<file path="config.mk">
export PLATFORM = sky130hd
export DESIGN_NAME = multi_axis_step_dir_generator_core
export DESIGN_NICKNAME = d
export VERILOG_FILES = /design/src/rtl/mastep_pkg.sv /design/src/rtl/mastep_pos_ram.sv /design/src/rtl/multi_axis_step_dir_generator_core.sv
export SDC_FILE = /design/constraint.sdc
export NUM_CORES = 1
export LEC_CHECK = 0
export ABC_AREA = 1
export BUFFER_PORTS_ARGS = -buffer_cell sky130_fd_sc_hd__clkbuf_2
export CELL_PAD_IN_SITES_DETAIL_PLACEMENT = 0
export CELL_PAD_IN_SITES_GLOBAL_PLACEMENT = 1
export CORE_ASPECT_RATIO = 1.5
export CORE_MARGIN = 5
export CORE_UTILIZATION = 42
export CTS_CLUSTER_SIZE = 16
export DETAILED_ROUTE_END_ITERATION = 6
export GPL_TIMING_DRIVEN = 0
export PLACE_DENSITY = 0.84
export SLEW_MARGIN = 20
export SYNTH_ARGS = -nofsm -noshare
export SYNTH_HDL_FRONTEND = slang
export SYNTH_SLANG_ARGS = --single-unit
</file>
<file path="constraint.sdc">
create_clock -name clk_i -period 5.28 [get_ports clk_i]
set_input_delay 0.792 -clock clk_i [delete_from_list [all_inputs] [get_ports clk_i]]
set_output_delay 0.792 -clock clk_i [all_outputs]
set_load 0.1 [all_outputs]
</file>
<file path="src/rtl/mastep_pkg.sv">
`default_nettype none
package mastep_pkg;

  // Axis geometry and pulse timing.
  localparam int unsigned AXES        = 4;
  localparam int unsigned AXIS_W      = 2;
  localparam int unsigned PHASE_TICKS = 2;
  localparam int unsigned POS_W       = 32;

  // Stream channel payload widths.
  localparam int unsigned IN_DATA_W  = 104;
  localparam int unsigned IN_USER_W  = 3;
  localparam int unsigned OUT_DATA_W = 40;
  localparam int unsigned OUT_USER_W = 2;

  // Configuration port.
  localparam int unsigned CFG_IDX_W  = 2;
  localparam int unsigned CFG_DATA_W = 4;
  localparam logic [CFG_IDX_W-1:0] CFG_AXIS_COUNT  = 2'd0;
  localparam logic [CFG_IDX_W-1:0] CFG_DIR_INVERT  = 2'd1;
  localparam logic [CFG_IDX_W-1:0] CFG_ENABLE_LOW  = 2'd2;

  // Command codes.
  localparam logic [2:0] CMD_MOVE    = 3'd0;
  localparam logic [2:0] CMD_SET_POS = 3'd1;
  localparam logic [2:0] CMD_READ    = 3'd2;
  localparam logic [2:0] CMD_TICK    = 3'd3;
  localparam logic [2:0] CMD_ENABLE  = 3'd4;
  localparam logic [2:0] CMD_DISABLE = 3'd5;

  // Result status codes.
  localparam logic [1:0] ST_OK      = 2'd0;
  localparam logic [1:0] ST_INVALID = 2'd1;
  localparam logic [1:0] ST_BUSY    = 2'd2;

  // Pulse phase codes.
  localparam logic [1:0] PH_SETUP = 2'd0;
  localparam logic [1:0] PH_LOW   = 2'd1;
  localparam logic [1:0] PH_HIGH  = 2'd2;
  localparam logic [1:0] PH_DELAY = 2'd3;

  // What the second stage does to the addressed position.
  typedef enum logic [1:0] {
    POS_KEEP,
    POS_LOAD,
    POS_INC,
    POS_DEC
  } pos_op_e;

  // Write port of the position store.
  typedef struct packed {
    logic              en;
    logic [AXIS_W-1:0] addr;
    logic [POS_W-1:0]  data;
  } pos_wr_t;

endpackage
`default_nettype wire

</file>
<file path="src/rtl/mastep_pos_ram.sv">
`default_nettype none
module mastep_pos_ram (
  input  wire logic                          clk_i,
  input  wire logic                          rst_ni,
  input  wire logic                          rd_en_i,
  input  wire logic [mastep_pkg::AXIS_W-1:0] rd_addr_i,
  input  wire mastep_pkg::pos_wr_t           wr_i,
  output logic      [mastep_pkg::POS_W-1:0]  rd_data_o
);
  import mastep_pkg::*;

  logic [POS_W-1:0] mem [AXES];
  logic [AXES-1:0]  written_q;
  logic [POS_W-1:0] rd_data_q;
  logic             rd_written_q;
  logic             fwd_q;
  logic [POS_W-1:0] fwd_data_q;

  // Storage array: one write and one registered read per cycle.
  always_ff @(posedge clk_i) begin
    if (wr_i.en) begin
      mem[wr_i.addr] <= wr_i.data;
    end
    if (rd_en_i) begin
      rd_data_q <= mem[rd_addr_i];
    end
  end

  // Entries never written since reset read as zero.
  always_ff @(posedge clk_i or negedge rst_ni) begin
    if (!rst_ni) begin
      written_q    <= '0;
      rd_written_q <= 1'b0;
    end else begin
      if (wr_i.en) begin
        written_q[wr_i.addr] <= 1'b1;
      end
      if (rd_en_i) begin
        rd_written_q <= written_q[rd_addr_i];
      end
    end
  end

  // A write landing on the entry read in the same cycle is forwarded.
  always_ff @(posedge clk_i or negedge rst_ni) begin
    if (!rst_ni) begin
      fwd_q <= 1'b0;
    end else if (rd_en_i) begin
      fwd_q <= wr_i.en && (wr_i.addr == rd_addr_i);
    end
  end

  always_ff @(posedge clk_i) begin
    if (rd_en_i) begin
      fwd_data_q <= wr_i.data;
    end
  end

  assign rd_data_o = fwd_q ? fwd_data_q : (rd_written_q ? rd_data_q : '0);

endmodule
`default_nettype wire

</file>
<file path="src/rtl/multi_axis_step_dir_generator_core.sv">
`default_nettype none
// A result passes the first-stage and output registers before it is offered.
// Throughput: one item per cycle unless the output stalls; the position store
// reads in stage one, writes back in stage two, forwarding between neighbors.
// Reset: asynchronous, active low; control state, configuration and valid flags
// clear, positions read zero at once via written bits, no clearing pass.
module multi_axis_step_dir_generator_core (
  input  wire logic                                  clk_i,
  input  wire logic                                  rst_ni,
  // Configuration writes.
  input  wire logic                                  cfg_we_i,
  input  wire logic [mastep_pkg::CFG_IDX_W-1:0]      cfg_index_i,
  input  wire logic [mastep_pkg::CFG_DATA_W-1:0]     cfg_data_i,
  // Command stream.
  input  wire logic                                  s_axis_tvalid_i,
  output logic                                       s_axis_tready_o,
  // axis_index[7:0], step_count[39:8], step_delay[71:40], new_position[103:72]
  input  wire logic [mastep_pkg::IN_DATA_W-1:0]      s_axis_tdata_i,
  // command[2:0]
  input  wire logic [mastep_pkg::IN_USER_W-1:0]      s_axis_tuser_i,
  // Result stream.
  output logic                                       m_axis_tvalid_o,
  input  wire logic                                  m_axis_tready_i,
  // step_level[0], step_axis[2:1], dir_level[3], enable_level[4], moving[5],
  // position_out[37:6], zero fill[39:38]
  output logic [mastep_pkg::OUT_DATA_W-1:0]          m_axis_tdata_o,
  // status[1:0]
  output logic [mastep_pkg::OUT_USER_W-1:0]          m_axis_tuser_o
);
  import mastep_pkg::*;

  typedef struct packed {
    pos_op_e           op;
    logic [AXIS_W-1:0] addr;
    logic [POS_W-1:0]  npos;
    logic              zero_pos;
    logic [1:0]        status;
    logic              step_level;
    logic [AXIS_W-1:0] step_axis;
    logic              dir_level;
    logic              enable_level;
    logic              moving;
  } stage_t;

  localparam logic [2:0]        AXES_N      = 3'(AXES);
  localparam logic [POS_W-1:0]  PHASE_LOAD  = POS_W'(PHASE_TICKS);
  localparam logic [30:0]       STEPS_MAX   = '1;

  // Configuration registers.
  logic [2:0]      axis_count_q;
  logic [AXES-1:0] dir_invert_q;
  logic            enable_low_q;

  always_ff @(posedge clk_i or negedge rst_ni) begin
    if (!rst_ni) begin
      axis_count_q <= '0;
      dir_invert_q <= '0;
      enable_low_q <= 1'b0;
    end else if (cfg_we_i) begin
      case (cfg_index_i)
        CFG_AXIS_COUNT: axis_count_q <= cfg_data_i[2:0];
        CFG_DIR_INVERT: dir_invert_q <= cfg_data_i[AXES-1:0];
        CFG_ENABLE_LOW: enable_low_q <= cfg_data_i[0];
        default: ;
      endcase
    end
  end

  // Move state.
  logic              drv_en_q,   drv_en_d;
  logic              active_q,   active_d;
  logic [AXIS_W-1:0] cur_axis_q, cur_axis_d;
  logic [30:0]       steps_q,    steps_d;
  logic              fwd_q,      fwd_d;
  logic [1:0]        phase_q,    phase_d;
  logic [POS_W-1:0]  ticks_q,    ticks_d;
  logic [POS_W-1:0]  delay_q,    delay_d;
  logic [AXES-1:0]   dir_lv_q,   dir_lv_d;

  // Pipeline handshake.
  logic   s1_valid_q, out_valid_q;
  stage_t s1_q, s1_d;
  logic   in_xfer, s1_adv;

  assign s1_adv          = s1_valid_q && (!out_valid_q || m_axis_tready_i);
  assign s_axis_tready_o = !s1_valid_q || s1_adv;
  assign in_xfer         = s_axis_tvalid_i && s_axis_tready_o;

  // Input fields.
  logic [2:0]       cmd;
  logic [7:0]       ax;
  logic [POS_W-1:0] cnt, dly, npos;

  assign cmd  = s_axis_tuser_i;
  assign ax   = s_axis_tdata_i[7:0];
  assign cnt  = s_axis_tdata_i[39:8];
  assign dly  = s_axis_tdata_i[71:40];
  assign npos = s_axis_tdata_i[103:72];

  logic [2:0]       axes_used;
  logic             ax_ok;
  logic [POS_W-1:0] mag;
  logic             move_fwd;
  logic [30:0]      steps_dec;

  assign axes_used = (axis_count_q > AXES_N) ? AXES_N : axis_count_q;
  assign ax_ok     = ax < {5'd0, axes_used};
  assign move_fwd  = !cnt[POS_W-1];
  assign mag       = move_fwd ? cnt : (POS_W'(0) - cnt);
  assign steps_dec = steps_q - 31'd1;

  // First stage: command decode and control-state update.
  always_comb begin
    drv_en_d   = drv_en_q;
    active_d   = active_q;
    cur_axis_d = cur_axis_q;
    steps_d    = steps_q;
    fwd_d      = fwd_q;
    phase_d    = phase_q;
    ticks_d    = ticks_q;
    delay_d    = delay_q;
    dir_lv_d   = dir_lv_q;
    s1_d          = '0;
    s1_d.op       = POS_KEEP;
    s1_d.npos     = npos;
    s1_d.status   = ST_OK;

    case (cmd)
      CMD_MOVE: begin
        if (!ax_ok) begin
          s1_d.status = ST_INVALID;
        end else if (active_q) begin
          s1_d.status = ST_BUSY;
        end else if (cnt != '0) begin
          drv_en_d              = 1'b1;
          dir_lv_d[ax[AXIS_W-1:0]] = move_fwd ^ dir_invert_q[ax[AXIS_W-1:0]];
          cur_axis_d            = ax[AXIS_W-1:0];
          fwd_d                 = move_fwd;
          steps_d               = mag[POS_W-1] ? STEPS_MAX : mag[30:0];
          delay_d               = dly;
          phase_d               = PH_SETUP;
          ticks_d               = PHASE_LOAD;
          active_d              = 1'b1;
        end
      end
      CMD_SET_POS: begin
        if (!ax_ok) begin
          s1_d.status = ST_INVALID;
        end else if (active_q) begin
          s1_d.status = ST_BUSY;
        end else begin
          s1_d.op = POS_LOAD;
        end
      end
      CMD_READ: begin
        if (!ax_ok) begin
          s1_d.status = ST_INVALID;
        end
      end
      CMD_TICK: begin
        if (active_q) begin
          if (ticks_q > 32'd1) begin
            ticks_d = ticks_q - 32'd1;
          end else begin
            case (phase_q)
              PH_LOW: begin
                phase_d = PH_HIGH;
                ticks_d = PHASE_LOAD;
              end
              PH_HIGH: begin
                // End of a step: count position, then delay, next pulse or end of move.
                s1_d.op = fwd_q ? POS_INC : POS_DEC;
                steps_d = steps_dec;
                if (delay_q != '0) begin
                  phase_d = PH_DELAY;
                  ticks_d = delay_q;
                end else if (steps_dec == '0) begin
                  active_d = 1'b0;
                  phase_d  = PH_SETUP;
                  ticks_d  = '0;
                end else begin
                  phase_d = PH_LOW;
                  ticks_d = PHASE_LOAD;
                end
              end
              default: begin
                if (phase_q == PH_DELAY && steps_q == '0) begin
                  active_d = 1'b0;
                  phase_d  = PH_SETUP;
                  ticks_d  = '0;
                end else begin
                  phase_d = PH_LOW;
                  ticks_d = PHASE_LOAD;
                end
              end
            endcase
          end
        end
      end
      CMD_ENABLE, CMD_DISABLE: begin
        if (active_q) begin
          s1_d.status = ST_BUSY;
        end else begin
          drv_en_d = (cmd == CMD_ENABLE);
        end
      end
      default: ;
    endcase

    // Set and read address the given axis; all else the active axis.
    if (cmd == CMD_SET_POS || cmd == CMD_READ) begin
      s1_d.addr     = ax[AXIS_W-1:0];
      s1_d.zero_pos = !ax_ok;
    end else begin
      s1_d.addr = cur_axis_d;
    end
    s1_d.step_level   = !(active_d && phase_d == PH_LOW);
    s1_d.step_axis    = cur_axis_d;
    s1_d.dir_level    = dir_lv_d[cur_axis_d];
    s1_d.enable_level = drv_en_d ^ enable_low_q;
    s1_d.moving       = active_d;
  end

  always_ff @(posedge clk_i or negedge rst_ni) begin
    if (!rst_ni) begin
      drv_en_q   <= 1'b0;
      active_q   <= 1'b0;
      cur_axis_q <= '0;
      steps_q    <= '0;
      fwd_q      <= 1'b0;
      phase_q    <= PH_SETUP;
      ticks_q    <= '0;
      delay_q    <= '0;
      dir_lv_q   <= '0;
    end else if (in_xfer) begin
      drv_en_q   <= drv_en_d;
      active_q   <= active_d;
      cur_axis_q <= cur_axis_d;
      steps_q    <= steps_d;
      fwd_q      <= fwd_d;
      phase_q    <= phase_d;
      ticks_q    <= ticks_d;
      delay_q    <= delay_d;
      dir_lv_q   <= dir_lv_d;
    end
  end

  always_ff @(posedge clk_i or negedge rst_ni) begin
    if (!rst_ni) begin
      s1_valid_q <= 1'b0;
    end else if (s_axis_tready_o) begin
      s1_valid_q <= s_axis_tvalid_i;
    end
  end

  always_ff @(posedge clk_i) begin
    if (in_xfer) begin
      s1_q <= s1_d;
    end
  end

  // Second stage: read-modify-write of the addressed position.
  pos_wr_t          pos_wr;
  logic [POS_W-1:0] pos_old, pos_new, pos_out;

  mastep_pos_ram u_pos_ram (
    .clk_i     (clk_i),
    .rst_ni    (rst_ni),
    .rd_en_i   (in_xfer),
    .rd_addr_i (s1_d.addr),
    .wr_i      (pos_wr),
    .rd_data_o (pos_old)
  );

  always_comb begin
    case (s1_q.op)
      POS_LOAD: pos_new = s1_q.npos;
      POS_INC:  pos_new = pos_old + 32'd1;
      POS_DEC:  pos_new = pos_old - 32'd1;
      default:  pos_new = pos_old;
    endcase
  end

  assign pos_wr.en   = s1_adv && (s1_q.op != POS_KEEP);
  assign pos_wr.addr = s1_q.addr;
  assign pos_wr.data = pos_new;
  assign pos_out     = s1_q.zero_pos ? '0 : pos_new;

  // Output register holds a result until its transfer.
  logic [OUT_DATA_W-1:0] out_data_q;
  logic [OUT_USER_W-1:0] out_user_q;

  always_ff @(posedge clk_i or negedge rst_ni) begin
    if (!rst_ni) begin
      out_valid_q <= 1'b0;
    end else if (s1_adv) begin
      out_valid_q <= 1'b1;
    end else if (m_axis_tready_i) begin
      out_valid_q <= 1'b0;
    end
  end

  always_ff @(posedge clk_i) begin
    if (s1_adv) begin
      out_data_q <= {2'b00, pos_out, s1_q.moving, s1_q.enable_level,
                     s1_q.dir_level, s1_q.step_axis, s1_q.step_level};
      out_user_q <= s1_q.status;
    end
  end

  assign m_axis_tvalid_o = out_valid_q;
  assign m_axis_tdata_o  = out_data_q;
  assign m_axis_tuser_o  = out_user_q;

endmodule
`default_nettype wire
</file>
==> parameters.txt, run 1 <==
Parameter                              Value

Logic synthesis
  Count of different cell masters after synthesis    61
  Number of instances in the synthesized netlist    ~2,300
  Syn_area_per_cell    9.139 µm²
  Fraction of the yosys area taken by sequential cells    54.91%
  Synthesized-area fraction occupied by adder cells    2.513%
  Most instantiated flip-flop cell in the synthesis netlist    sky130_fd_sc_hd__edfxtp_1
  Ys Warns    0
  Compound-cell area share of the yosys netlist    around 15%
  Cell with the most instances after synthesis    sky130_fd_sc_hd__nand2_1
  Combinational family with the most area after synthesis    simple AND/OR/NAND/NOR gates
  Dominant cells by area after synthesis    sky130_fd_sc_hd__edfxtp_1 40%, sky130_fd_sc_hd__dfrtp_1 15%, sky130_fd_sc_hd__nand2_1 8.9%, sky130_fd_sc_hd__nor2_1 5.1%, sky130_fd_sc_hd__o21ai_0 4.1%
  Share of synthesized flip-flops with an asynchronous set or reset    30.58%
  EDFF count, synth    277
  Post-synth design cell area    0.02071 mm²
  Simple-Gate Fraction of Synth Area    between 10% and 20%
  Post-synth top cells    492 x sky130_fd_sc_hd__nand2_1, 282 x sky130_fd_sc_hd__nor2_1, 277 x sky130_fd_sc_hd__edfxtp_1
  Library cell occupying the most area in the post-synthesis netlist    sky130_fd_sc_hd__edfxtp_1
  Multiplexer fraction of the synthesized cell area    0.05438%
  Area share of the leading cell type in the synthesized netlist    40.17%
  Post-synthesis register bit count    399
  Parity-gate share of the synthesized area counting xor and xnor cells    2.157%

Drt
  Length of routed met2 wiring    32,190 µm
  Total length of routed met3 wires    3144 µm
  Wl on met1    ~24,000 µm
  Count of unresolved DRC violations after routing    0
  Vias/cell    5.401
  Detailed Route Iter0 Violations    1,129
  Post-route ant nets    0
  Pre-Repair DR Iteration Count    5
  Detailed-route wire length    62,160 µm
  Average wire per standard cell    19.68 µm
  Uppermost layer routed    met4
  Via total after detailed routing    17,060

Worst setup path
  Arrival time of the worst setup path    4690 ps
  CP Cell Sequence    clkbuf_1 -> nand2_1 -> inv_2 -> ha_1 -> nand2_1 -> o21ai_1 -> a21oi_1 -> o21bai_1 -> inv_1 -> o21bai_1 -> nand3_1 -> nand2_1 -> a21oi_1 -> o21ai_0 -> nand2_1
  Worst r2r src    s1_q[44]
  Critical path's most frequent cell    sky130_fd_sc_hd__nand2_1
  Timing startpoint of the critical path    s1_q[44]
  Required @ worst endpoint    5560 ps
  Critical path start-end classification    reg -> reg
  CP startpoint kind    flip-flop
  Category of the worst setup path capture point    flip-flop
  Crit path max fanout    31
  Maximum cell stage delay along the critical path    600 ps
  Worst path slowest cell    sky130_fd_sc_hd__inv_2

Placement
  Worst slack, placed    858.0 ps
  Placer congestion estimate    around 0.94
  Number of placed cells counting well taps    3,089
  Number of I/O port buffers    158
  Placed Area    about 0.023 mm²
  Placed wire-length estimate after detailed placement    between 40,000 and 50,000 µm

Power and ir drop
  Power Total    8.520 mW
  Switching part of the total power    32.33%
  Seq pwr share    45.7%
  VDD IR max    262.1 µV
  Leakage dissipation    9.992 nW
  Fraction of power consumed by combinational cells    21.6%
  Clock group share of total power    32.7%
  Total power per unit cell area    357.6 mW/mm²
  Internal power consumption    just under 6 mW
  Net switching power    2.754 mW

Timing
  Final Skew    approximately 32 ps
  Endpoints failing setup    0
  Tightest hold margin    approximately 180 ps
  Fin worst setup slack    863.2 ps
  Tcrit/Tclk final    approximately 84%
  Highest Clock Rate    0.2264 GHz
  Final sum of negative setup slack    0 ps
  Unrepaired setup endpoints after global routing    false
  Remaining max-slew budget at the tightest pin    between 30% and 40%
  Post-route minimum period    around 4400 ps
  Final hold violations    0
  Transition time at the pin with the least slew margin    1006 ps
  Slew Viols, Final    0

Global route
  Total global routing track utilization    22.70%
  Number of antenna violations at the first check in global routing    0
  Global-route wire length before repair    94,740 µm
  Overall overflow remaining after global route    0
  Largest net degree at the start of global routing    73
  Number of global-route vias before repair    roughly 17,000

Run status
  Status    finished clean

Floorplan
  Initial core utilization    between 40% and 50%
  Cell row count    99
  Die X    191.3 µm
  Chip height    282.0 µm
  Full die area    0.05394 mm²
  IO Pins    around 160
  Area of the core    0.04880 mm²

CTS
  Clock tree from TritonCTS    yes
  CTS Sinks    399
  Total of cells resized after clock tree synthesis    0
  Depth of the CTS H-tree    2
  Number of buffers inserted during clock tree synthesis    40
  Number of setup buffers added after CTS    0
  CTS Buffer Depth    3
  CTS Root Cell    sky130_fd_sc_hd__clkbuf_16
  Clock transition at path regs    roughly 60 ps
  Clock latency on the worst-skew pair    580 ps
  Count of hold buffers inserted by post-cts repair    0

Final layout
  Finished Layout Cells    around 3,200
  Antenna diode instance count    0
  Finished layout cell area    0.02383 mm²
  Share of post-route cells with drive strength above 1    13.42%
  Area Overhead vs Synth    15.06%
  Final net count    2,634
  Layout Utilization    48.82%

Min path
  Worst min-delay path category    in -> async

Job
  Maximum capacitance violations    0
## layer usage
layer  global-route usage [%]  vias to the layer above
met5                        0                        -
met3                    3.282                      164
met1                    26.00                     8080
li1                         -                     8266
met2                    41.52                      552
met4                    10.69                        0
## cell usage in the layout (no fill, tap or decap), types with 6 or more instances in the layout
cell type	count
sky130_fd_sc_hd__nor2_4	13
sky130_fd_sc_hd__xnor2_1	17
sky130_fd_sc_hd__nor3_1	21
sky130_fd_sc_hd__clkbuf_2	157
sky130_fd_sc_hd__o22ai_1	47
sky130_fd_sc_hd__nand4_1	15
sky130_fd_sc_hd__nand2_1	492
sky130_fd_sc_hd__buf_2	18
sky130_fd_sc_hd__nand3_1	113
sky130_fd_sc_hd__o21ai_0	169
sky130_fd_sc_hd__clkinv_1	7
sky130_fd_sc_hd__clkbuf_1	50
sky130_fd_sc_hd__edfxtp_1	277
sky130_fd_sc_hd__buf_16	6
sky130_fd_sc_hd__buf_4	9
sky130_fd_sc_hd__a21o_1	11
sky130_fd_sc_hd__a22o_1	36
sky130_fd_sc_hd__clkinvlp_4	7
sky130_fd_sc_hd__dfrtp_1	122
sky130_fd_sc_hd__o21ai_1	62
sky130_fd_sc_hd__inv_2	18
sky130_fd_sc_hd__a22oi_1	13
sky130_fd_sc_hd__a21oi_1	89
sky130_fd_sc_hd__nand2_2	7
sky130_fd_sc_hd__xor2_1	34
sky130_fd_sc_hd__o211ai_1	22
sky130_fd_sc_hd__nor2_1	278
sky130_fd_sc_hd__inv_1	178
sky130_fd_sc_hd__a31oi_1	31
sky130_fd_sc_hd__ha_1	40
sky130_fd_sc_hd__o22ai_2	7
sky130_fd_sc_hd__o21bai_1	7
sky130_fd_sc_hd__clkbuf_16	41
sky130_fd_sc_hd__nor2_2	10
## path summary, 6_finish.rpt
kind                                   endpoint  slack, ps  cells past startpoint
max in group asynchronous            steps_q[0]       4320                      2
setup / recovery           u_pos_ram.mem[3][18]        860                     15
hold / removal                      delay_q[23]        180                      1
min in group clk_i                     s1_q[15]        390                      1
setup reg to reg           u_pos_ram.mem[3][18]        860                     15
hold reg to reg               m_axis_tdata_o[4]        420                      0
## power groups by stage
stage / combinational (mW) / clock, mW / sequential (mW)
final: 1.84 / 2.78 / 3.90
after global routing: 2.03 / 2.97 / 3.92
after CTS: 1.84 / 2.84 / 3.89
after detailed placement: 1.83 / 0 / 3.95
after global placement: 1.78 / 0 / 3.95
after floorplan: 1.08 / 0 / 4.13
## final cells by class
type	instances	area, µm²
buffer	75	375.4
clock buffer	48	1052
clock inverter	22	195.2
fill	4707	24980
inverter	200	755.7
multi-input combinational	1593	8257
sequential	399	11370
tap	656	820.8
timing repair buffer	166	999.7
## critical path: cells and delay by family, from the launching register on
kind                       cells  cell delay [ps]
AOI/OAI and AO/OA              6             1550
DFF                            1              320
and+or+nand+nor                5              810
buffers and inverters          3             1110
adders and majority gates      1              350
## logic make-up after synthesis
family | count (synthesis)
DFF | 399
AOI/OAI and AO/OA | 520
buffers and inverters | 275
other | 1
and+or+nand+nor | 978
muxes | 1
xor gates and xnor gates | 51
adders and majority gates | 41
## state kept, by name (all words and copies together) (netlist names), 31 cells and up
name                  count
delay_q                  32
m_axis_tdata_o           38
s1_q                     43
steps_q                  31
ticks_q                  32
u_pos_ram.fwd_data_q     32
u_pos_ram.mem           128
u_pos_ram.rd_data_q      32
Note: power is estimated with default switching activity, not from simulation.
==> run 2, diff against run 1 <==
--- a/config.mk
+++ b/config.mk
@@ -11,11 +11,11 @@
 export CELL_PAD_IN_SITES_GLOBAL_PLACEMENT = 1
 export CORE_ASPECT_RATIO = 1.5
 export CORE_MARGIN = 5
-export CORE_UTILIZATION = 42
+export CORE_UTILIZATION = 47
 export CTS_CLUSTER_SIZE = 16
 export DETAILED_ROUTE_END_ITERATION = 6
 export GPL_TIMING_DRIVEN = 0
-export PLACE_DENSITY = 0.84
+export PLACE_DENSITY = 0.89
 export SLEW_MARGIN = 20
 export SYNTH_ARGS = -nofsm -noshare
 export SYNTH_HDL_FRONTEND = slang
==> constraint.sdc (replaced) <==
create_clock -name clk_i -period 4.6 [get_ports clk_i]
set_input_delay 0.69 -clock clk_i [delete_from_list [all_inputs] [get_ports clk_i]]
set_output_delay 0.69 -clock clk_i [all_outputs]
set_load 0.1 [all_outputs]
==> run 2 against run 1 <==
Core utilization rose by 5.6 points. Highest routed layer unchanged. Sequential cell count did not move. Register-to-register slack got worse by 560 ps. Global-route usage rose by 1.8 points. Sequential share of layout area barely moved.
==> parameters.txt, run 2 (same netlist as run 1, synthesis figures left out) <==
Parameter                              Value

Run status
  Status    finished clean

Power and ir drop
  Total power per unit cell area    415.8 mW/mm² (+16%)
  Leakage dissipation    10.05 nW (+0.59%)
  Seq pwr share    45.2% (-0.5 points)
  Net switching power    3.074 mW (+12%)
  VDD IR max    260.9 µV (-0.45%)
  Switching part of the total power    31.04% (-1.3 points)
  Internal power consumption    6.830 mW (+18%)
  Power Total    9.905 mW (+16%)
  Clock group share of total power    33.5% (+0.8 points)
  Fraction of power consumed by combinational cells    21.4% (-0.2 points)

Timing
  Unrepaired setup endpoints after global routing    false
  Final Skew    16.85 ps (-15.39 ps)
  Highest Clock Rate    0.2325 GHz (+2.7%)
  Final hold violations    0 (unchanged)
  Endpoints failing setup    0 (unchanged)
  Remaining max-slew budget at the tightest pin    27.94% (-4.5 points)
  Slew Viols, Final    0 (unchanged)
  Post-route minimum period    4301 ps (-116.2 ps)
  Tightest hold margin    70.01 ps (-106.5 ps)
  Tcrit/Tclk final    93.49% (+9.8 points)
  Transition time at the pin with the least slew margin    1074 ps (+67.25 ps)
  Final sum of negative setup slack    0 ps (unchanged)
  Fin worst setup slack    299.4 ps (-563.8 ps)

CTS
  Number of buffers inserted during clock tree synthesis    40 (unchanged)
  Number of setup buffers added after CTS    0 (unchanged)
  CTS Buffer Depth    3 (unchanged)
  Depth of the CTS H-tree    2 (unchanged)
  CTS Sinks    399 (unchanged)
  Clock tree from TritonCTS    yes
  Clock transition at path regs    60 ps (about the same)
  Clock latency on the worst-skew pair    540 ps (-40 ps)
  CTS Root Cell    sky130_fd_sc_hd__clkbuf_16
  Count of hold buffers inserted by post-cts repair    0 (unchanged)
  Total of cells resized after clock tree synthesis    0 (unchanged)

Final layout
  Area Overhead vs Synth    15.03% (about the same)
  Layout Utilization    54.45% (+5.6 points)
  Commonest non-fill, non-tap cell in the layout    sky130_fd_sc_hd__nand2_1
  Share of post-route cells with drive strength above 1    13.34% (-0.080 points)
  Max reg flops    128 (unchanged)
  Count of filler cells inserted in the layout    4,024 (-15%)
  Most flops, register    u_pos_ram.mem
  Final net count    2,634 (unchanged)
  Leading cell types in the layout, fill and taps excluded    492 x sky130_fd_sc_hd__nand2_1, 278 x sky130_fd_sc_hd__nor2_1, 277 x sky130_fd_sc_hd__edfxtp_1

Global route
  Number of global-route vias before repair    17,460 (+2.2%)
  Largest net degree at the start of global routing    87 (+19%)
  Total global routing track utilization    24.49% (+1.8 points)
  Overall overflow remaining after global route    0 (unchanged)
  Global-route wire length before repair    93,850 µm (-0.93%)
  Number of antenna violations at the first check in global routing    2 (+2)

Drt
  Pre-Repair DR Iteration Count    7 (+2)
  Via total after detailed routing    17,010 (-0.33%)
  Detailed Route Iter0 Violations    1,163 (+3.0%)
  Post-route ant nets    0 (unchanged)
  Count of unresolved DRC violations after routing    0 (unchanged)
  Vias/cell    5.519 (+2.2%)
  Average wire per standard cell    19.58 µm (-0.50%)
  Detailed-route wire length    60,320 µm (-3.0%)

Worst setup path
  Endpoint of the most critical register-to-register path    u_pos_ram.mem[1][25]
  Maximum cell stage delay along the critical path    750 ps (+150 ps)
  Worst path slowest cell    sky130_fd_sc_hd__nor4_1
  CP startpoint kind    flip-flop
  CP Cell Sequence    buf_2 -> inv_1 -> nand2_1 -> inv_2 -> clkbuf_1 -> a22o_1 -> ha_1 -> nand2_1 -> nor4_1 -> nand3_1 -> nand3_1 -> a21o_1 -> a21oi_1 -> o21ai_0 -> nand3_1
  Category of the worst setup path capture point    flip-flop
  Required @ worst endpoint    4790 ps (-770 ps)
  Arrival time of the worst setup path    4490 ps (-200 ps)
  Crit path max fanout    10 (-68%)
  Worst r2r src    u_pos_ram.fwd_q
  Critical path start-end classification    reg -> reg
  Length in cells of the worst reg-to-reg path    15 (unchanged)
  Critical path's most frequent cell    sky130_fd_sc_hd__nand3_1
  Slack of the worst reg-to-reg path    300 ps (-560 ps)

Floorplan
  IO Pins    162 (unchanged)
  Initial core utilization    47.33% (+4.9 points)
  Full die area    0.04845 mm² (-10%)
  Chip height    267.1 µm (-5.3%)
  Die X    181.4 µm (-5.2%)
  Cell row count    94 (-5.1%)
  Area of the core    0.04375 mm² (-10%)

Job
  Maximum capacitance violations    0 (unchanged)

Placement
  Placed wire-length estimate after detailed placement    45,580 µm (-3.8%)
  Placer congestion estimate    0.9874 (+4.6%)
  Number of I/O port buffers    158 (unchanged)
  Worst slack, placed    403.5 ps (-454.4 ps)

Min path
  Worst min-delay path category    in -> async
run 2: how the worst max path moves through the flow:
| stage | slack (ps) | to | from |
|---|---|---|---|
| global route | 110 | u_pos_ram.mem[0][25] | u_pos_ram.fwd_q |
| detailed placement | 400 | u_pos_ram.mem[1][29] | u_pos_ram.fwd_q |
| global placement | -2170 | u_pos_ram.mem[0][17] | m_axis_tready_i |
| floorplan | 160 | u_pos_ram.mem[0][0] | m_axis_tvalid_o |
| CTS | 380 | u_pos_ram.fwd_data_q[29] | u_pos_ram.fwd_q |
| finish | 300 | u_pos_ram.mem[1][25] | u_pos_ram.fwd_q |
run 2: worst max-delay path: cells and delay by family (launching register included):
kind	cells	cell delay, ps
simple gates	6	1700
buf+inv	4	910
compound gates	4	660
flops	1	370
fa+ha+maj	1	300
run 2: routing by layer:
layer	vias up	part of all wire [%]	global-route usage (%)
li1	8249	-	-
met1	8031	38	27.52
met2	565	53	46.31
met3	160	4.9	2.989
met4	0	4.6	10.84
met5	-	0	0
run 2: cell type report:
cell class | count | area, µm² | share of cell area (%)
Clock inverter | 22 | 265.3 | 1.114
Buffer | 75 | 375.4 | 1.576
Inverter | 200 | 755.7 | 3.172
Multi-Input combinational cell | 1593 | 8257 | 34.66
Timing Repair Buffer | 166 | 1020 | 4.281
Tap cell | 576 | 720.7 | 3.025
Antenna cell | 2 | 5.005 | 0.02101
Sequential cell | 399 | 11370 | 47.73
Clock buffer | 48 | 1052 | 4.417
run 2: stage by stage:
stage          std cells  instance area (µm²)
6_report            3081                23820
5_1_grt             3079                23820
4_1_cts             3079                23820
3_5_place_dp        3009                22500
3_3_place_gp        3001                22230
2_1_floorplan       2267                20720
run 2: power groups by stage:
stage / clock network [mW] / logic [mW] / registers, mW
2_1_floorplan: 0 / 1.24 / 4.74
3_3_place_gp: 0 / 2.03 / 4.54
3_5_place_dp: 0 / 2.10 / 4.54
4_1_cts: 3.38 / 2.11 / 4.47
5_1_grt: 3.53 / 2.33 / 4.51
6_report: 3.31 / 2.12 / 4.47
==> run 3, diff against run 2 <==
--- a/config.mk
+++ b/config.mk
@@ -6,14 +6,14 @@
 export NUM_CORES = 1
 export LEC_CHECK = 0
 export ABC_AREA = 1
-export BUFFER_PORTS_ARGS = -buffer_cell sky130_fd_sc_hd__clkbuf_2
 export CELL_PAD_IN_SITES_DETAIL_PLACEMENT = 0
 export CELL_PAD_IN_SITES_GLOBAL_PLACEMENT = 1
 export CORE_ASPECT_RATIO = 1.5
 export CORE_MARGIN = 5
-export CORE_UTILIZATION = 47
+export CORE_UTILIZATION = 50
 export CTS_CLUSTER_SIZE = 16
 export DETAILED_ROUTE_END_ITERATION = 6
+export DONT_BUFFER_PORTS = 1
 export GPL_TIMING_DRIVEN = 0
 export PLACE_DENSITY = 0.89
 export SLEW_MARGIN = 20
==> run 3 against run 2 <==
Final area is 2.9% lower. Via count is 2.2% lower. Count of clock-buffer cells in the layout is 1 higher. Clock power is 10% higher. Sequential power is 5.8% higher. Combinational power is 17% lower. First-iteration DRC count is 7.7% higher. Worst setup slack worse by 5.9 ps. Critical path depth is 3 higher. Hold slack worse by 37 ps. Critical path type unchanged. Critical endpoint is now u_pos_ram.fwd_data_q[18]. Largest power group unchanged. Highest routed layer unchanged.
==> parameters.txt, run 3 (same netlist as run 1, synthesis figures left out) <==
Parameter                              Value

Global route
  Number of antenna violations at the first check in global routing    0 (-2)
  Global-route wire length before repair    91,400 µm (-2.6%)
  Total global routing track utilization    25.66% (+1.2 points)
  Largest net degree at the start of global routing    123 (+41%)
  Overall overflow remaining after global route    0 (unchanged)
  Number of global-route vias before repair    16,790 (-3.8%)

Timing
  Highest Clock Rate    0.2322 GHz (-0.14%)
  Unrepaired setup endpoints after global routing    false
  Post-route minimum period    4307 ps (+5.917 ps)
  Transition time at the pin with the least slew margin    1097 ps (+22.88 ps)
  Final Skew    24.02 ps (+7.171 ps)
  Remaining max-slew budget at the tightest pin    26.69% (-1.3 points)
  Endpoints failing setup    0 (unchanged)
  Final hold violations    0 (unchanged)
  Slew Viols, Final    0 (unchanged)
  Tcrit/Tclk final    93.62% (+0.13 points)

CTS
  Number of setup buffers added after CTS    0 (unchanged)
  Clock tree from TritonCTS    yes
  Depth of the CTS H-tree    2 (unchanged)
  Clock transition at path regs    60 ps (about the same)
  CTS Root Cell    sky130_fd_sc_hd__clkbuf_16
  Clock latency on the worst-skew pair    560 ps (+20 ps)
  CTS Buffer Depth    3 (unchanged)
  Number of buffers inserted during clock tree synthesis    41 (+2.5%)
  CTS Sinks    399 (unchanged)

Drt
  Via total after detailed routing    16,640 (-2.2%)
  Detailed-route wire length    59,770 µm (-0.91%)
  Count of unresolved DRC violations after routing    0 (unchanged)
  Average wire per standard cell    20.55 µm (+4.9%)
  Vias/cell    5.719 (+3.6%)
  Post-route ant nets    0 (unchanged)
  Pre-Repair DR Iteration Count    5 (-2)
  Detailed Route Iter0 Violations    1,253 (+7.7%)

Job
  Maximum capacitance violations    0 (unchanged)

Worst setup path
  Category of the worst setup path capture point    flip-flop
  Endpoint of the most critical register-to-register path    u_pos_ram.fwd_data_q[18]
  Total buffers and inverters traversed by the critical path    5 (+1)
  Worst path slowest cell    sky130_fd_sc_hd__o21bai_1
  Length in cells of the worst reg-to-reg path    18 (+3)
  Arrival time of the worst setup path    4570 ps (+80 ps)
  Slack of the worst reg-to-reg path    290 ps (about the same)
  Critical path start-end classification    reg -> reg
  Required @ worst endpoint    4860 ps (+70 ps)
  Maximum cell stage delay along the critical path    540 ps (-210 ps)
  CP top delay family    compound AO/OA/AOI/OAI gates
  Critical path's most frequent cell    sky130_fd_sc_hd__nand2_1
  CP startpoint kind    flip-flop
  Crit path max fanout    10 (unchanged)
  Worst r2r src    u_pos_ram.fwd_q
  CP Cell Sequence    buf_2 -> inv_1 -> nand2_1 -> inv_2 -> clkbuf_1 -> a22o_1 -> fa_1 -> nand2_1 -> o21ai_1 -> a21oi_1 -> o21bai_1 -> inv_1 -> o21bai_1 -> nand3_1 -> nand2_1 -> a21oi_1 -> o21ai_0 -> nand2_1

Final layout
  Final net count    2,477 (-6.0%)
  Commonest non-fill, non-tap cell in the layout    sky130_fd_sc_hd__nand2_1
  Count of filler cells inserted in the layout    3,665 (-8.9%)
  Finished Layout Cells    2,909 (-5.6%)
  Max reg flops    128 (unchanged)
  Most flops, register    u_pos_ram.mem
  Antenna diode instance count    0 (-2)
  Area Overhead vs Synth    11.73%
  Reg area    0.01137 mm² (unchanged)
  Leading cell types in the layout, fill and taps excluded    492 x sky130_fd_sc_hd__nand2_1, 278 x sky130_fd_sc_hd__nor2_1, 277 x sky130_fd_sc_hd__edfxtp_1
  Total area of multi-input combinational cells    0.008257 mm² (unchanged)
  Share of post-route cells with drive strength above 1    7.997% (-5.3 points)

Power and ir drop
  Leakage dissipation    9.460 nW (-5.9%)
  VDD IR max    309.2 µV (+18%)
  Power Total    10.14 mW (+2.4%)
  Total power per unit cell area    438.2 mW/mm² (+5.4%)

Placement
  Placed wire-length estimate after detailed placement    44,600 µm (-2.1%)
  Number of I/O port buffers    0 (-100%)
  Number of placed cells counting well taps    2,832 (-5.9%)
  Placer congestion estimate    0.9522 (-3.6%)

Floorplan
  Area of the core    0.04110 mm² (-6.1%)
  Cell row count    91 (-3.2%)
  IO Pins    162 (unchanged)
  Die X    176.2 µm (-2.9%)
  Chip height    259.3 µm (-2.9%)
  Full die area    0.04567 mm² (-5.7%)
  Initial core utilization    50.38% (+3.1 points)

Run status
  Status    finished clean

Min path
  Worst min-delay path category    in -> async
## run 3: changes by cell type in the layout (fill, tap and decap cells not counted), sizes merged
cell      previous run  this run
bufinv               6         8
clkbuf             249        92
clkinv              18        15
clkinvlp             2         4
diode                2         0
inv                196       200
## run 3: power by group
part | total [mW] | internal [mW] | switching (mW)
registers | 4.73 | 4.27 | 0.467
logic | 1.76 | 0.540 | 1.22
clock network | 3.64 | 2.20 | 1.44
## run 3: worst max path at each step
stage,cells past startpoint,endpoint,from
CTS,18,u_pos_ram.mem[0][18],u_pos_ram.fwd_q
global placement,3,u_pos_ram.mem[0][20],m_axis_tvalid_o
detailed placement,8,ticks_q[3],m_axis_tvalid_o
finish,18,u_pos_ram.fwd_data_q[18],u_pos_ram.fwd_q
floorplan,3,u_pos_ram.mem[0][0],m_axis_tvalid_o
global route,18,u_pos_ram.fwd_data_q[18],u_pos_ram.fwd_q
## run 3: timing repair
| item | CTS | global route |
|---|---|---|
| resized for setup | 0 | 0 |
| hold buffers | 1 | 0 |
| endpoints found under the hold margin | 122 | 0 |
## run 3: per-stage QoR
step                setup TNS, ps  util, %  instance area, µm²  setup WS, ps  hold WS, ps
floorplan                       0        -               20720         162.0        394.4
finish                          0    56.29               23140         293.5        33.26
global route                    0    56.29               23140         120.5        98.02
CTS                             0    56.29               23140         401.3        99.48
global placement          -327620    52.10               21420         -1956        401.6
detailed placement              0    52.62               21630         410.3        402.4
## run 3: routing by layer
| metal | vias up | track usage (%) | wire, µm |
|---|---|---|---|
| met1 | 7972 | 29.03 | 22230 |
| met4 | 0 | 10.88 | 2468 |
| met2 | 587 | 47.65 | 31650 |
| met3 | 136 | 3.963 | 3417 |
| met5 | - | 0 | 0 |
| li1 | 7941 | - | - |
## run 3: cell type report
class,count,share of cell area [%]
inverter,200,3.266
tap,558,3.017
multi-input combinational,1593,35.68
buffer,75,1.622
clock inverter,27,1.568
sequential,399,49.14
clock buffer,49,4.834
timing repair buffer,8,0.8652
